$ cat config.mk
export PLATFORM = sky130hd
export DESIGN_NAME = bitmap_block_allocator
export DESIGN_NICKNAME = d
export VERILOG_FILES = /design/src/rtl/bba_pkg.sv /design/src/rtl/bba_bitmap_sr.sv /design/src/rtl/bitmap_block_allocator.sv
export SDC_FILE = /design/constraint.sdc
export NUM_CORES = 1
export LEC_CHECK = 0
export ABC_AREA = 1
export BUFFER_PORTS_ARGS = -buffer_cell sky130_fd_sc_hd__clkbuf_2
export CORE_MARGIN = 2
export CORE_UTILIZATION = 30
export CTS_CLUSTER_DIAMETER = 100
export DETAILED_ROUTE_END_ITERATION = 8
export PLACE_DENSITY = 0.47
export SKIP_LAST_GASP = 1
export SYNTH_ARGS = -nofsm -noshare
export SYNTH_HDL_FRONTEND = slang
export SYNTH_SLANG_ARGS = --single-unit
$ cat constraint.sdc
create_clock -name clk -period 3 [get_ports clk]
set_clock_uncertainty 0.1 [all_clocks]
set_input_delay 0.45 -clock clk [delete_from_list [all_inputs] [get_ports clk]]
set_output_delay 0.45 -clock clk [all_outputs]
set_load 0.02 [all_outputs]
$ cat src/rtl/bba_pkg.sv
`timescale 1ns / 1ps
`default_nettype none

package bba_pkg;

  // Disk geometry.
  localparam int CYLINDERS         = 8;
  localparam int BITS_PER_CYLINDER = 8;
  localparam int RECORDS_PER_TRACK = 4;
  localparam int MAX_RESULTS       = 64;

  localparam int TOTAL_BLOCKS = CYLINDERS * BITS_PER_CYLINDER;
  localparam int TRACKS       = (BITS_PER_CYLINDER + RECORDS_PER_TRACK - 1) / RECORDS_PER_TRACK;

  // Counter widths for the bitmap walk.
  localparam int CYL_W  = (CYLINDERS > 1) ? $clog2(CYLINDERS) : 1;
  localparam int BIT_W  = $clog2(BITS_PER_CYLINDER);
  localparam int REC_W  = (RECORDS_PER_TRACK > 1) ? $clog2(RECORDS_PER_TRACK) : 1;
  localparam int TRK_W  = (TRACKS > 1) ? $clog2(TRACKS) : 1;
  localparam int FREE_W = $clog2(TOTAL_BLOCKS + 1);
  localparam int POS_W  = $clog2(3 * RECORDS_PER_TRACK + 4);

  // Request kinds.
  localparam logic KIND_ALLOC = 1'b0;
  localparam logic KIND_FREE  = 1'b1;

  // Result status codes.
  localparam logic [1:0] ST_ALLOC   = 2'd0;
  localparam logic [1:0] ST_FREED   = 2'd1;
  localparam logic [1:0] ST_NOSPACE = 2'd2;
  localparam logic [1:0] ST_BADADDR = 2'd3;

  typedef struct packed {
    logic       kind;
    logic [6:0] block_count;
    logic [3:0] cylinder;
    logic [1:0] track;
    logic [1:0] record;
  } bba_in_t;

  typedef struct packed {
    logic [1:0] status;
    logic       has_block;
    logic [2:0] out_cylinder;
    logic       out_track;
    logic [1:0] out_record;
    logic       last;
  } bba_out_t;

  // Control from the sequencer to the bitmap shift register.
  typedef struct packed {
    logic step;
    logic head_next;
  } bba_map_ctl_t;

endpackage

`default_nettype wire

$ cat src/rtl/bba_bitmap_sr.sv
`timescale 1ns / 1ps
`default_nettype none

// Circular shift register holding the used-block bitmap. The bit at index 0
// is the block under the walk position; each step rotates by one bit and
// writes back the (possibly updated) head bit at the top.
module bba_bitmap_sr (
  input  wire                        clk,
  input  wire                        rst_n,
  input  wire bba_pkg::bba_map_ctl_t ctl,
  output logic                       head
);
  import bba_pkg::*;

  logic [TOTAL_BLOCKS-1:0] map_r;
  logic [TOTAL_BLOCKS-1:0] map_nxt;

  // Rotate one position per step, replacing the head bit on its way around.
  always_comb begin
    map_nxt = map_r;
    if (ctl.step) begin
      map_nxt = {ctl.head_next, map_r[TOTAL_BLOCKS-1:1]};
    end
  end

  always_ff @(posedge clk) begin
    if (!rst_n) begin
      map_r <= '0;
    end else begin
      map_r <= map_nxt;
    end
  end

  assign head = map_r[0];

endmodule

`default_nettype wire

$ cat src/rtl/bitmap_block_allocator.sv
`timescale 1ns / 1ps
`default_nettype none

// Channel  Direction  Word      Handshake
// in_      input      bba_in_t  in_valid / in_ready
// out_     output     bba_out_t out_valid / out_ready
//
// An allocate word walks the whole bitmap once, one bit per cycle through a
// rotating shift register while no claim waits on a stalled output: all
// CYLINDERS * BITS_PER_CYLINDER (64) bits; a free word walks it too, then replies.
// Zero-block requests, refused requests and bad addresses reply without a walk.
// A stalled output holds the walk on the next free bit it has to claim.
// Reset (rst_n, synchronous) marks every block free; no clearing pass.
module bitmap_block_allocator (
  input  wire                     clk,
  input  wire                     rst_n,
  input  wire                     in_valid,
  output logic                    in_ready,
  input  wire bba_pkg::bba_in_t   in_word,
  output logic                    out_valid,
  input  wire                     out_ready,
  output bba_pkg::bba_out_t       out_word
);
  import bba_pkg::*;

  typedef enum logic [2:0] {
    S_IDLE  = 3'b001,
    S_WALK  = 3'b010,
    S_REPLY = 3'b100
  } state_t;

  localparam logic [CYL_W-1:0] CYL_LAST = CYL_W'(CYLINDERS - 1);
  localparam logic [BIT_W-1:0] BIT_LAST = BIT_W'(BITS_PER_CYLINDER - 1);
  localparam logic [REC_W-1:0] REC_LAST = REC_W'(RECORDS_PER_TRACK - 1);

  state_t            state_r, state_nxt;
  logic              mode_free_r, mode_free_nxt;
  logic [6:0]        rem_r, rem_nxt;
  logic [FREE_W-1:0] free_total_r, free_total_nxt;
  logic [CYL_W-1:0]  cyl_r, cyl_nxt;
  logic [BIT_W-1:0]  bit_r, bit_nxt;
  logic [REC_W-1:0]  rec_r, rec_nxt;
  logic [TRK_W-1:0]  trk_r, trk_nxt;
  logic [CYL_W-1:0]  tgt_cyl_r, tgt_cyl_nxt;
  logic [BIT_W-1:0]  tgt_bit_r, tgt_bit_nxt;
  logic [1:0]        reply_st_r, reply_st_nxt;
  logic              out_valid_r, out_valid_nxt;
  bba_out_t          out_word_r, out_word_nxt;

  bba_map_ctl_t      map_ctl;
  logic              head;
  logic              can_load;
  logic              load;
  bba_out_t          load_word;
  logic              at_end;
  logic              at_target;
  logic              bad_addr;
  logic [POS_W-1:0]  free_pos;

  bba_bitmap_sr u_map (
    .clk   (clk),
    .rst_n (rst_n),
    .ctl   (map_ctl),
    .head  (head)
  );

  assign in_ready  = (state_r == S_IDLE);
  assign can_load  = !out_valid_r || out_ready;
  assign at_end    = (cyl_r == CYL_LAST) && (bit_r == BIT_LAST);
  assign at_target = (cyl_r == tgt_cyl_r) && (bit_r == tgt_bit_r);

  // Bit index of the block named by a free request.
  assign free_pos = POS_W'(in_word.track) * POS_W'(RECORDS_PER_TRACK) + POS_W'(in_word.record);
  assign bad_addr = (int'(in_word.cylinder) > CYLINDERS - 1) ||
                    (int'(free_pos) > BITS_PER_CYLINDER - 1);

  // Sequencer: decode the request, walk the bitmap, emit the results.
  always_comb begin
    state_nxt         = state_r;
    mode_free_nxt     = mode_free_r;
    rem_nxt           = rem_r;
    free_total_nxt    = free_total_r;
    cyl_nxt           = cyl_r;
    bit_nxt           = bit_r;
    rec_nxt           = rec_r;
    trk_nxt           = trk_r;
    tgt_cyl_nxt       = tgt_cyl_r;
    tgt_bit_nxt       = tgt_bit_r;
    reply_st_nxt      = reply_st_r;
    map_ctl.step      = 1'b0;
    map_ctl.head_next = head;
    load              = 1'b0;
    load_word         = '0;

    unique case (state_r)
      S_IDLE: begin
        if (in_valid) begin
          if (in_word.kind == KIND_ALLOC) begin
            if (in_word.block_count == '0) begin
              reply_st_nxt = ST_ALLOC;
              state_nxt    = S_REPLY;
            end else if ((int'(in_word.block_count) > int'(free_total_r)) ||
                         (int'(in_word.block_count) > MAX_RESULTS)) begin
              reply_st_nxt = ST_NOSPACE;
              state_nxt    = S_REPLY;
            end else begin
              rem_nxt       = in_word.block_count;
              mode_free_nxt = 1'b0;
              state_nxt     = S_WALK;
            end
          end else begin
            if (bad_addr) begin
              reply_st_nxt = ST_BADADDR;
              state_nxt    = S_REPLY;
            end else begin
              tgt_cyl_nxt   = CYL_W'(in_word.cylinder);
              tgt_bit_nxt   = BIT_W'(free_pos);
              mode_free_nxt = 1'b1;
              state_nxt     = S_WALK;
            end
          end
        end
      end

      S_WALK: begin
        if (!mode_free_r && (rem_r != '0) && !head) begin
          // Free bit still wanted: claim it once the output slot is open.
          if (can_load) begin
            load                   = 1'b1;
            load_word.status       = ST_ALLOC;
            load_word.has_block    = 1'b1;
            load_word.out_cylinder = 3'(cyl_r);
            load_word.out_track    = 1'(trk_r);
            load_word.out_record   = 2'(rec_r);
            load_word.last         = (rem_r == 7'd1);
            map_ctl.head_next      = 1'b1;
            map_ctl.step           = 1'b1;
            rem_nxt                = rem_r - 7'd1;
            free_total_nxt         = free_total_r - FREE_W'(1);
          end
        end else if (mode_free_r && at_target) begin
          map_ctl.head_next = 1'b0;
          map_ctl.step      = 1'b1;
          if (head) begin
            free_total_nxt = free_total_r + FREE_W'(1);
          end
        end else begin
          map_ctl.step = 1'b1;
        end

        // Advance the walk position in step with the rotation.
        if (map_ctl.step) begin
          if (bit_r == BIT_LAST) begin
            bit_nxt = '0;
            rec_nxt = '0;
            trk_nxt = '0;
            cyl_nxt = at_end ? '0 : cyl_r + CYL_W'(1);
          end else begin
            bit_nxt = bit_r + BIT_W'(1);
            if (rec_r == REC_LAST) begin
              rec_nxt = '0;
              trk_nxt = trk_r + TRK_W'(1);
            end else begin
              rec_nxt = rec_r + REC_W'(1);
            end
          end
          if (at_end) begin
            if (mode_free_r) begin
              reply_st_nxt = ST_FREED;
              state_nxt    = S_REPLY;
            end else begin
              state_nxt = S_IDLE;
            end
          end
        end
      end

      S_REPLY: begin
        if (can_load) begin
          load           = 1'b1;
          load_word      = '0;
          load_word.status = reply_st_r;
          load_word.last = 1'b1;
          state_nxt      = S_IDLE;
        end
      end

      default: begin
        state_nxt = S_IDLE;
      end
    endcase
  end

  // Output register separates the walk from the consumer.
  always_comb begin
    out_valid_nxt = out_valid_r;
    out_word_nxt  = out_word_r;
    if (load) begin
      out_valid_nxt = 1'b1;
      out_word_nxt  = load_word;
    end else if (out_ready) begin
      out_valid_nxt = 1'b0;
    end
  end

  always_ff @(posedge clk) begin
    if (!rst_n) begin
      state_r      <= S_IDLE;
      mode_free_r  <= 1'b0;
      rem_r        <= '0;
      free_total_r <= FREE_W'(TOTAL_BLOCKS);
      cyl_r        <= '0;
      bit_r        <= '0;
      rec_r        <= '0;
      trk_r        <= '0;
      out_valid_r  <= 1'b0;
    end else begin
      state_r      <= state_nxt;
      mode_free_r  <= mode_free_nxt;
      rem_r        <= rem_nxt;
      free_total_r <= free_total_nxt;
      cyl_r        <= cyl_nxt;
      bit_r        <= bit_nxt;
      rec_r        <= rec_nxt;
      trk_r        <= trk_nxt;
      out_valid_r  <= out_valid_nxt;
    end
  end

  // Payload registers carry no reset.
  always_ff @(posedge clk) begin
    tgt_cyl_r  <= tgt_cyl_nxt;
    tgt_bit_r  <= tgt_bit_nxt;
    reply_st_r <= reply_st_nxt;
    out_word_r <= out_word_nxt;
  end

  assign out_valid = out_valid_r;
  assign out_word  = out_word_r;

endmodule

`default_nettype wire

== Yosys cells after proc, flatten, opt, wreduce, memory -nomap -nowiden ==
Cells that the tools add are included.

* Bits in registers: 110
* Latch bits: 0
* Memory bits (writable): 0
* Bits in read-only memories: 0
* Bits of input ports: 20
* Output and inout bits: 12
* Logic and storage cells: 138
* Memories kept: 0

* Add/sub/neg operators: 8
* Multiply operators: 0
* Div/mod/pow operators: 0
* Magnitude comparators: 4
* Equality and inequality tests: 25
* Shifts and indexed selects: 0
* Muxes and demuxes: 54
* Bitwise operators: 1
* Reduce and logical (&&, ||, !) cells: 27

{| class="wikitable"
|+ Operator list
! kind !! number
|-
| $mux 7 || 10
|-
| $mux 3 || 11
|-
| $mux 2 || 14
|-
| $ne 2x2->1 const B || 14
|-
| $pmux 10 s2 || 1
|-
| $mux 8 || 2
|-
| $pmux 7 s2 || 1
|-
| $reduce_and 7->1 || 2
|-
| $sub 7x1->7 const B || 2
|-
| $reduce_and 4->1 || 3
|-
| $mux 1 || 11
|-
| $mux 10 || 1
|-
| $reduce_bool 2->1 || 5
|-
| $eq 3x3->1 const B || 3
|-
| $pmux 3 s3 || 1
|-
| $gt 4x3->1 const B || 2
|-
| $add 7x1->7 const B || 1
|-
| $eq 7x1->1 const B || 1
|-
| $gt 7x7->1 || 1
|-
| $gt 7x7->1 const B || 1
|-
| $logic_not 7->1 || 1
|-
| $reduce_bool 7->1 || 1
|-
| $add 3x1->3 const B || 2
|-
| $eq 3x3->1 || 2
|-
| 17 further kinds || 26
|}

== Logic depth before layout (Yosys ltp) ==
Gate-level depths: netlist (run 1).

* Depth in word-level cells: 8
* Mapped depth: 16
* Gate-level depth less buffers: 16

== By module ==
A second synthesis (run 1) with hierarchy kept.

* Cell total of the unflattened synthesis: 782
* Area total of the unflattened synthesis: 5489.0 um^2

{| class="wikitable"
|+ Modules (own cells, without submodules)
! module !! times used !! cells each !! area each (um^2) !! seq. area each (um^2)
|-
| bitmap_block_allocator || 1 || 377 || 2819.0 || 1101.1
|-
| bba_bitmap_sr || 1 || 405 || 2670.1 || 1281.2
|}

== Worst setup path before layout (run 1) ==
OpenSTA, ideal clock, no wires.

* Kind: reg2reg
* Start point: reg rem_r[0]
* End point: reg free_total_r[6]
* Setup time: 0.120 ns
* Arrival time: 2.051 ns
* Data required time: 2.780 ns
* Path slack: 0.729 ns
* Cell stages (with the launch flop): 17
* Path buffers: 0
* Clock period less this slack: 2.271 ns
* Cell sequence: dfxtp_1 > inv_1 > ha_1 > nand2_2 > nor2_4 > nand2_4 > nand2_1 > inv_1 > ha_1 > a21oi_1 > o21ai_0 > nor2_1 > inv_1 > nand2_1 > nand2_1 > nand3_1 > nand3_1

* Longest elaborated chain between the ends: 5
* Elaborated cells between the ends (all ways): 8
* Classes of those cells: eq/ne (1); mux (1); reduce/logical (6)

{| class="wikitable"
|+ RTL lines
! what !! line !! source
|-
| start: declaration || bitmap_block_allocator.sv:38 || <nowiki>logic [6:0] rem_r, rem_nxt;</nowiki>
|-
| start signal: assignment || bitmap_block_allocator.sv:220 || <nowiki>rem_r <= rem_nxt;</nowiki>
|-
| $reduce_bool 7->1 * || bitmap_block_allocator.sv:126 || <nowiki>if (!mode_free_r && (rem_r != '0) && !head) begin</nowiki>
|-
| $logic_and 1x1->1 * (2 in a row) || bitmap_block_allocator.sv:126 ||
|-
| $ne 2x2->1 (no source line) or $reduce_bool 2->1 (tied branches) || -- ||
|-
| $reduce_and 4->1 (no source line) || -- ||
|-
| end signal: assignment || bitmap_block_allocator.sv:211 || <nowiki>free_total_r <= FREE_W'(TOTAL_BLOCKS);</nowiki>
|-
| end signal: assignment || bitmap_block_allocator.sv:221 || <nowiki>free_total_r <= free_total_nxt;</nowiki>
|-
| end: declaration || bitmap_block_allocator.sv:39 || <nowiki>logic [FREE_W-1:0] free_total_r, free_total_nxt;</nowiki>
|}

Mark *: on every way between the ends. The rest lies on a longest branch, timed or not.
A chain may end at the register's enable or synchronous reset.

== Worst setup path after layout (run 1) ==
Same ends and word-level chain as after synthesis.

==> run metrics, run 1 <==
total power=3450 µW; CP top delay family=simple AND/OR/NAND/NOR gates; Cell Area, Synth=4970 µm²; Final Max Slew Viols=0; nets=697; top post-synthesis cells by count=168 x nor2_1, 92 x dfxtp_1, 75 x o21ai_0; setup_tns=0 ns; Worst Hold End=tgt_bit_r[2]; Ys Warns=0; TritonRoute pass-1 iters=4; Slew Limit Headroom=53.4%; crit-path max FO=7; Worst-Margin Slew=0.700 ns; top cell type's share of synthesized area=37.1%; Placed Cells=866; # diodes=0; port bufs=31; largest net degree at the start of global routing=55; crit path buf inv count=3; # setup viols final=0; Top-Level Pins=32; MaxCap Viol Count=0; Yosys reg bits=110; Sink Count=110; clk slew on worst S/H paths=0.07 ns; Final Wtd Congestion=0.791; Final Cycle Share=87.0%; setup slack, reg-to-reg=0.39 ns; DIE HEIGHT=133 µm; syn nets=674; Peak Freq=0.383 GHz; worst path cell trace=inv_1 > ha_1 > nand2_2 > nor2_4 > nand2_4 > nand2_1 > inv_1 > ha_1 > a21oi_1 > o21ai_0 > nor2_1 > inv_1 > nand2_1 > nand2_1 > nand3_1 > nand3_1; die area=17600 µm²; worst skew pair latency=0.36 ns; Post-synth top flop=dfxtp_1; Distinct cells, synth=37; CP peak stage delay=0.40 ns; First DRT Iteration DRCs=284; Post-Syn Instances=634; status=complete, no violations; Required @ worst endpoint=3.14 ns; Worst R2R Path Depth=16; # H-tree levels=3; die width=133 µm; Area Growth Syn to Fin=12.8%; post-detail-place hpwl=6870 µm; Synth area leader=dfxtp_1; reg-to-reg critical path endpoint=free_total_r[6]; CP Launch Type=flip-flop; Core Footprint=16400 µm²; Hold WC Path Type=in2reg; CTS Buffer Depth=2; Hold Slack=0.166 ns; vias in the first global route=3660; CTS root buf=clkbuf_16; R2R Path Start=rem_r[0]; most common cell in the synthesized netlist=nor2_1; Fillers=1748; fin crit period=2.61 ns; initial antenna violation count=0; hold_buf cts=0; final cell utilization of the core=34.2%; Worst EP arrival=2.75 ns; Non-Filler Instances=882; grt ovf=0; crit path kind=reg2reg; FP Rows=47; global-route wire length before repair=17400 µm; crit end category=flip-flop; total CTS buffers=9; Max IR drop VDD=0.000359 V; Routed Antenna Nets=0; Hold Crit Depth=1; DRT met1 WL=5020 µm; CTS tree=yes; syn_area_per_cell=7.84 µm²; Remaining DRCs=0; routed len/inst=11.5 µm; sequential area share after synthesis=47.9%; post_cts resized=0; met2 WL post-DR=4600 µm; Crit-path slowest cell=dfxtp_1; max layer used=met4; final wirelength=10100 µm; top post-synthesis cells by area=dfxtp_1 37%, nor2_1 13%, edfxtp_1 11%, o21ai_0 7.6%, nand2_1 5.6%; final-report hold violation count=0; Vias/cell=4.49; detailed-route via count=3963; Post-synth ARST share=0%; All-Layer GR Usage=12.0%; WL met3=375 µm; EDFF count, synth=18; hold path start=in_word[2]; fraction of layout cells with a size suffix above 1=12.1%; unrepaired setup endpoints after global routing=no; Post-CTS Setup Inserts=0; Pleak=0.00229 µW; starting density of the core=30.3%; Pwr Density=615 nW/µm²
==> area by class of cell <==
type,count,area [µm²],area share [%]
clock buffers,13,260,4.64
clock inverters,3,18.8,0.335
inverters,54,205,3.66
multi-input cells,445,2250,40.2
flip-flops and latches,110,2380,42.5
well taps,220,275,4.91
repair buffers,37,213,3.79
==> kinds of logic (layout without fill, tap and decap cells) <==
family,count (synthesis),after routing,synth area share (%)
XOR/XNOR,6,6,1.06
flip-flops,110,110,47.9
adder cells (fa/ha/maj),20,20,5.19
buffers and inverters,79,107,6.77
AO/OA/AOI/OAI,116,116,12.2
AND/OR/NAND/NOR,303,303,26.8
==> worst max-delay path by stage <==
stage,cells past startpoint,startpoint,to
after global placement,16,rem_r[0],free_total_r[6]
after detailed placement,16,rem_r[0],free_total_r[6]
after CTS,16,rem_r[0],free_total_r[6]
final,16,rem_r[0],free_total_r[6]
after floorplan,16,rem_r[0],free_total_r[6]
after global routing,16,rem_r[0],free_total_r[6]
==> sequential cells by signal (all words and copies together) (netlist names) <==
name / cells
tgt_cyl_r: 3
rem_r: 7
reply_st_r: 2
rec_r: 2
bit_r: 3
out_word: 10
u_map.map_r: 64
trk_r: 1
mode_free_r: 1
state_r: 3
out_valid: 1
free_total_r: 7
tgt_bit_r: 3
cyl_r: 3
==> routing by layer <==
metal	global-route usage [%]	vias to the layer above
li1	-	2104
met5	0	-
met1	15.3	1800
met3	3.75	12
met4	3.88	0
met2	19.4	47
==> per-stage QoR <==
| step | instance area [µm²] | worst slack (ns) |
|---|---|---|
| floorplan | 4970 | 0.729 |
| finish | 5610 | 0.389 |
| CTS | 5610 | 0.382 |
| detailed placement | 5330 | 0.400 |
| global placement | 5330 | 0.531 |
| global route | 5610 | 0.101 |
==> power breakdown <==
| part | internal, µW | switching (µW) | total (µW) |
|---|---|---|---|
| registers | 1570 | 45.3 | 1610 |
| logic | 237 | 462 | 699 |
| clock network | 610 | 529 | 1140 |
| total | 2410 | 1040 | 3450 |
==> worst register-to-register path, delay by kind of cell (launching register included) <==
| kind | cells | cell delay (ns) |
|---|---|---|
| compound gates | 2 | 0.30 |
| flops | 1 | 0.40 |
| simple gates | 9 | 0.77 |
| fa+ha+maj | 2 | 0.55 |
| buf+inv | 3 | 0.39 |
==> cell usage in the layout (no fill, tap or decap), types with 5 or more instances in the layout <==
cell	n
inv_1	47
nor2_1	168
inv_2	6
nand2_2	5
nand2_1	74
clkbuf_16	9
edfxtp_1	18
nor3_1	6
nand3_1	26
buf_4	5
a21oi_1	28
o21ai_0	75
ha_1	19
clkbuf_2	31
dfxtp_1	92
nand4_1	5
Power figures use the tool's default switching activity.
==> run 2, diff against run 1 <==
--- a/config.mk
+++ b/config.mk
@@ -11,7 +11,7 @@
 export CORE_UTILIZATION = 30
 export CTS_CLUSTER_DIAMETER = 100
 export DETAILED_ROUTE_END_ITERATION = 8
-export PLACE_DENSITY = 0.47
+export PLACE_DENSITY = 0.49
 export SKIP_LAST_GASP = 1
 export SYNTH_ARGS = -nofsm -noshare
 export SYNTH_HDL_FRONTEND = slang
==> run metrics, run 2 (synthesis results as in run 1) <==
crit path kind=reg2reg; met2 WL post-DR=4850 µm; Final Max Slew Viols=0; starting density of the core=30.3%; DRT met1 WL=5020 µm; Pleak=0.00230 µW; CTS Buffer Depth=2; worst skew pair latency=0.36 ns; Logic pwr share=19.2%; total CTS buffers=9; status=complete, no violations; Fillers=1726; fin crit period=2.67 ns; routed len/inst=11.7 µm; Pwr Density=642 nW/µm²; Final Wtd Congestion=0.835; Max IR drop VDD=0.000348 V; post_cts resized=0; Clock power frac=36.5%; most frequent cells in the layout=168 x nor2_1, 92 x dfxtp_1, 75 x o21ai_0, 74 x nand2_1, 47 x inv_1; commonest non-fill, non-tap cell in the layout=nor2_1; # diodes=0; fraction of layout cells with a size suffix above 1=12.4%; Top-Level Pins=32; nets=697; die area=17600 µm²; TritonRoute pass-1 iters=5; All-Layer GR Usage=12.3%; FP Rows=47; port bufs=31; Core Footprint=16400 µm²; crit end category=flip-flop; cell internal pwr=2560 µW; largest net degree at the start of global routing=72; grt ovf=0; die width=133 µm; Worst EP arrival=2.81 ns; Area Growth Syn to Fin=13.6%; global-route wire length before repair=17900 µm; Vias/cell=4.50; hold_buf cts=0; Sw Ratio=29.4%; clk slew on worst S/H paths=0.08 ns; DIE HEIGHT=133 µm; setup_tns=0 ns; crit-path max FO=7; multi-input combinational cell area=2250 µm²; Final Cycle Share=88.9%; Required @ worst endpoint=3.14 ns; post-detail-place hpwl=6990 µm; Sequential Area=2380 µm²; final wirelength=10300 µm; max layer used=met4; Worst-Margin Slew=0.632 ns; Routed Antenna Nets=0; initial antenna violation count=0; CTS tree=yes; # H-tree levels=3; # setup viols final=0; Top reg by flops=u_map.map_r; detailed-route via count=3970; CP Launch Type=flip-flop; Remaining DRCs=0; final-report hold violation count=0; Peak Freq=0.375 GHz; Sink Count=110; Slew Limit Headroom=57.9%; share of power burned in registers=44.4%; MaxCap Viol Count=0; Post-CTS Setup Inserts=0; CTS root buf=clkbuf_16; WL met3=337 µm; sw power=1070 µW; First DRT Iteration DRCs=236; final cell utilization of the core=34.4%; max reg flops=64; total power=3630 µW; unrepaired setup endpoints after global routing=no; Hold WC Path Type=in2reg; vias in the first global route=3821
==> run 2: cell count changes in the layout (fill, tap and decap cells not counted), sizes merged <==
cell,change
clkbuf,-3
clkinv,-1
clkinvlp,+2
bufinv,+2
==> run 2: worst paths after layout <==
check	slack, ns	cells after the start	startpoint	endpoint
worst min register to register	0.38	2	u_map.map_r[12]	u_map.map_r[12]
worst max-delay path	0.33	16	rem_r[0]	free_total_r[6]
worst min-delay path	0.16	1	in_word[2]	tgt_bit_r[2]
worst max register to register	0.33	16	rem_r[0]	free_total_r[6]
==> run 2: area by class of cell <==
cell class,count,share of cell area (%)
sequential,110,42.2
multi-input combinational,445,39.9
tap,220,4.87
clock buffer,10,4.23
inverter,54,3.63
timing repair buffer,37,3.55
clock inverter,6,1.64
==> run 2: metal layers <==
metal / up-vias / track usage, %
li1: 2101 / -
met1: 1806 / 15.4
met2: 51 / 20.5
met3: 12 / 3.87
met4: 0 / 3.17
met5: - / 0
==> run 2: critical path, cell delays in order, from the launching register on <==
cell and delay [ns]:
dfxtp_1 0.40, inv_1 0.10, ha_1 0.22, nand2_2 0.11, nor2_4 0.05, nand2_4 0.11, nand2_1 0.14, inv_1 0.25
ha_1 0.33, a21oi_1 0.23, o21ai_0 0.10, nor2_1 0.14, inv_1 0.06, nand2_1 0.06, nand2_1 0.04, nand3_1 0.06
nand3_1 0.06
==> run 2: per-stage QoR <==
| step | setup WS, ns | std cells | hold slack [ns] | instance area [µm²] |
|---|---|---|---|---|
| after CTS | 0.344 | 882 | 0.149 | 5650 |
| after detailed placement | 0.365 | 866 | 0.365 | 5320 |
| after global routing | 0.0531 | 882 | 0.146 | 5650 |
| after global placement | 0.525 | 866 | 0.356 | 5320 |
| after floorplan | 0.729 | 634 | 0.349 | 4970 |
| final | 0.334 | 882 | 0.159 | 5650 |
==> run 2: power by group through the flow <==
stage          logic, µW  clock network, µW  registers (µW)
6_report             695               1320            1610
5_1_grt              798               1420            1620
4_1_cts              700               1370            1610
3_5_place_dp         695                  0            1640
3_3_place_gp         677                  0            1640
2_1_floorplan        534                  0            1650
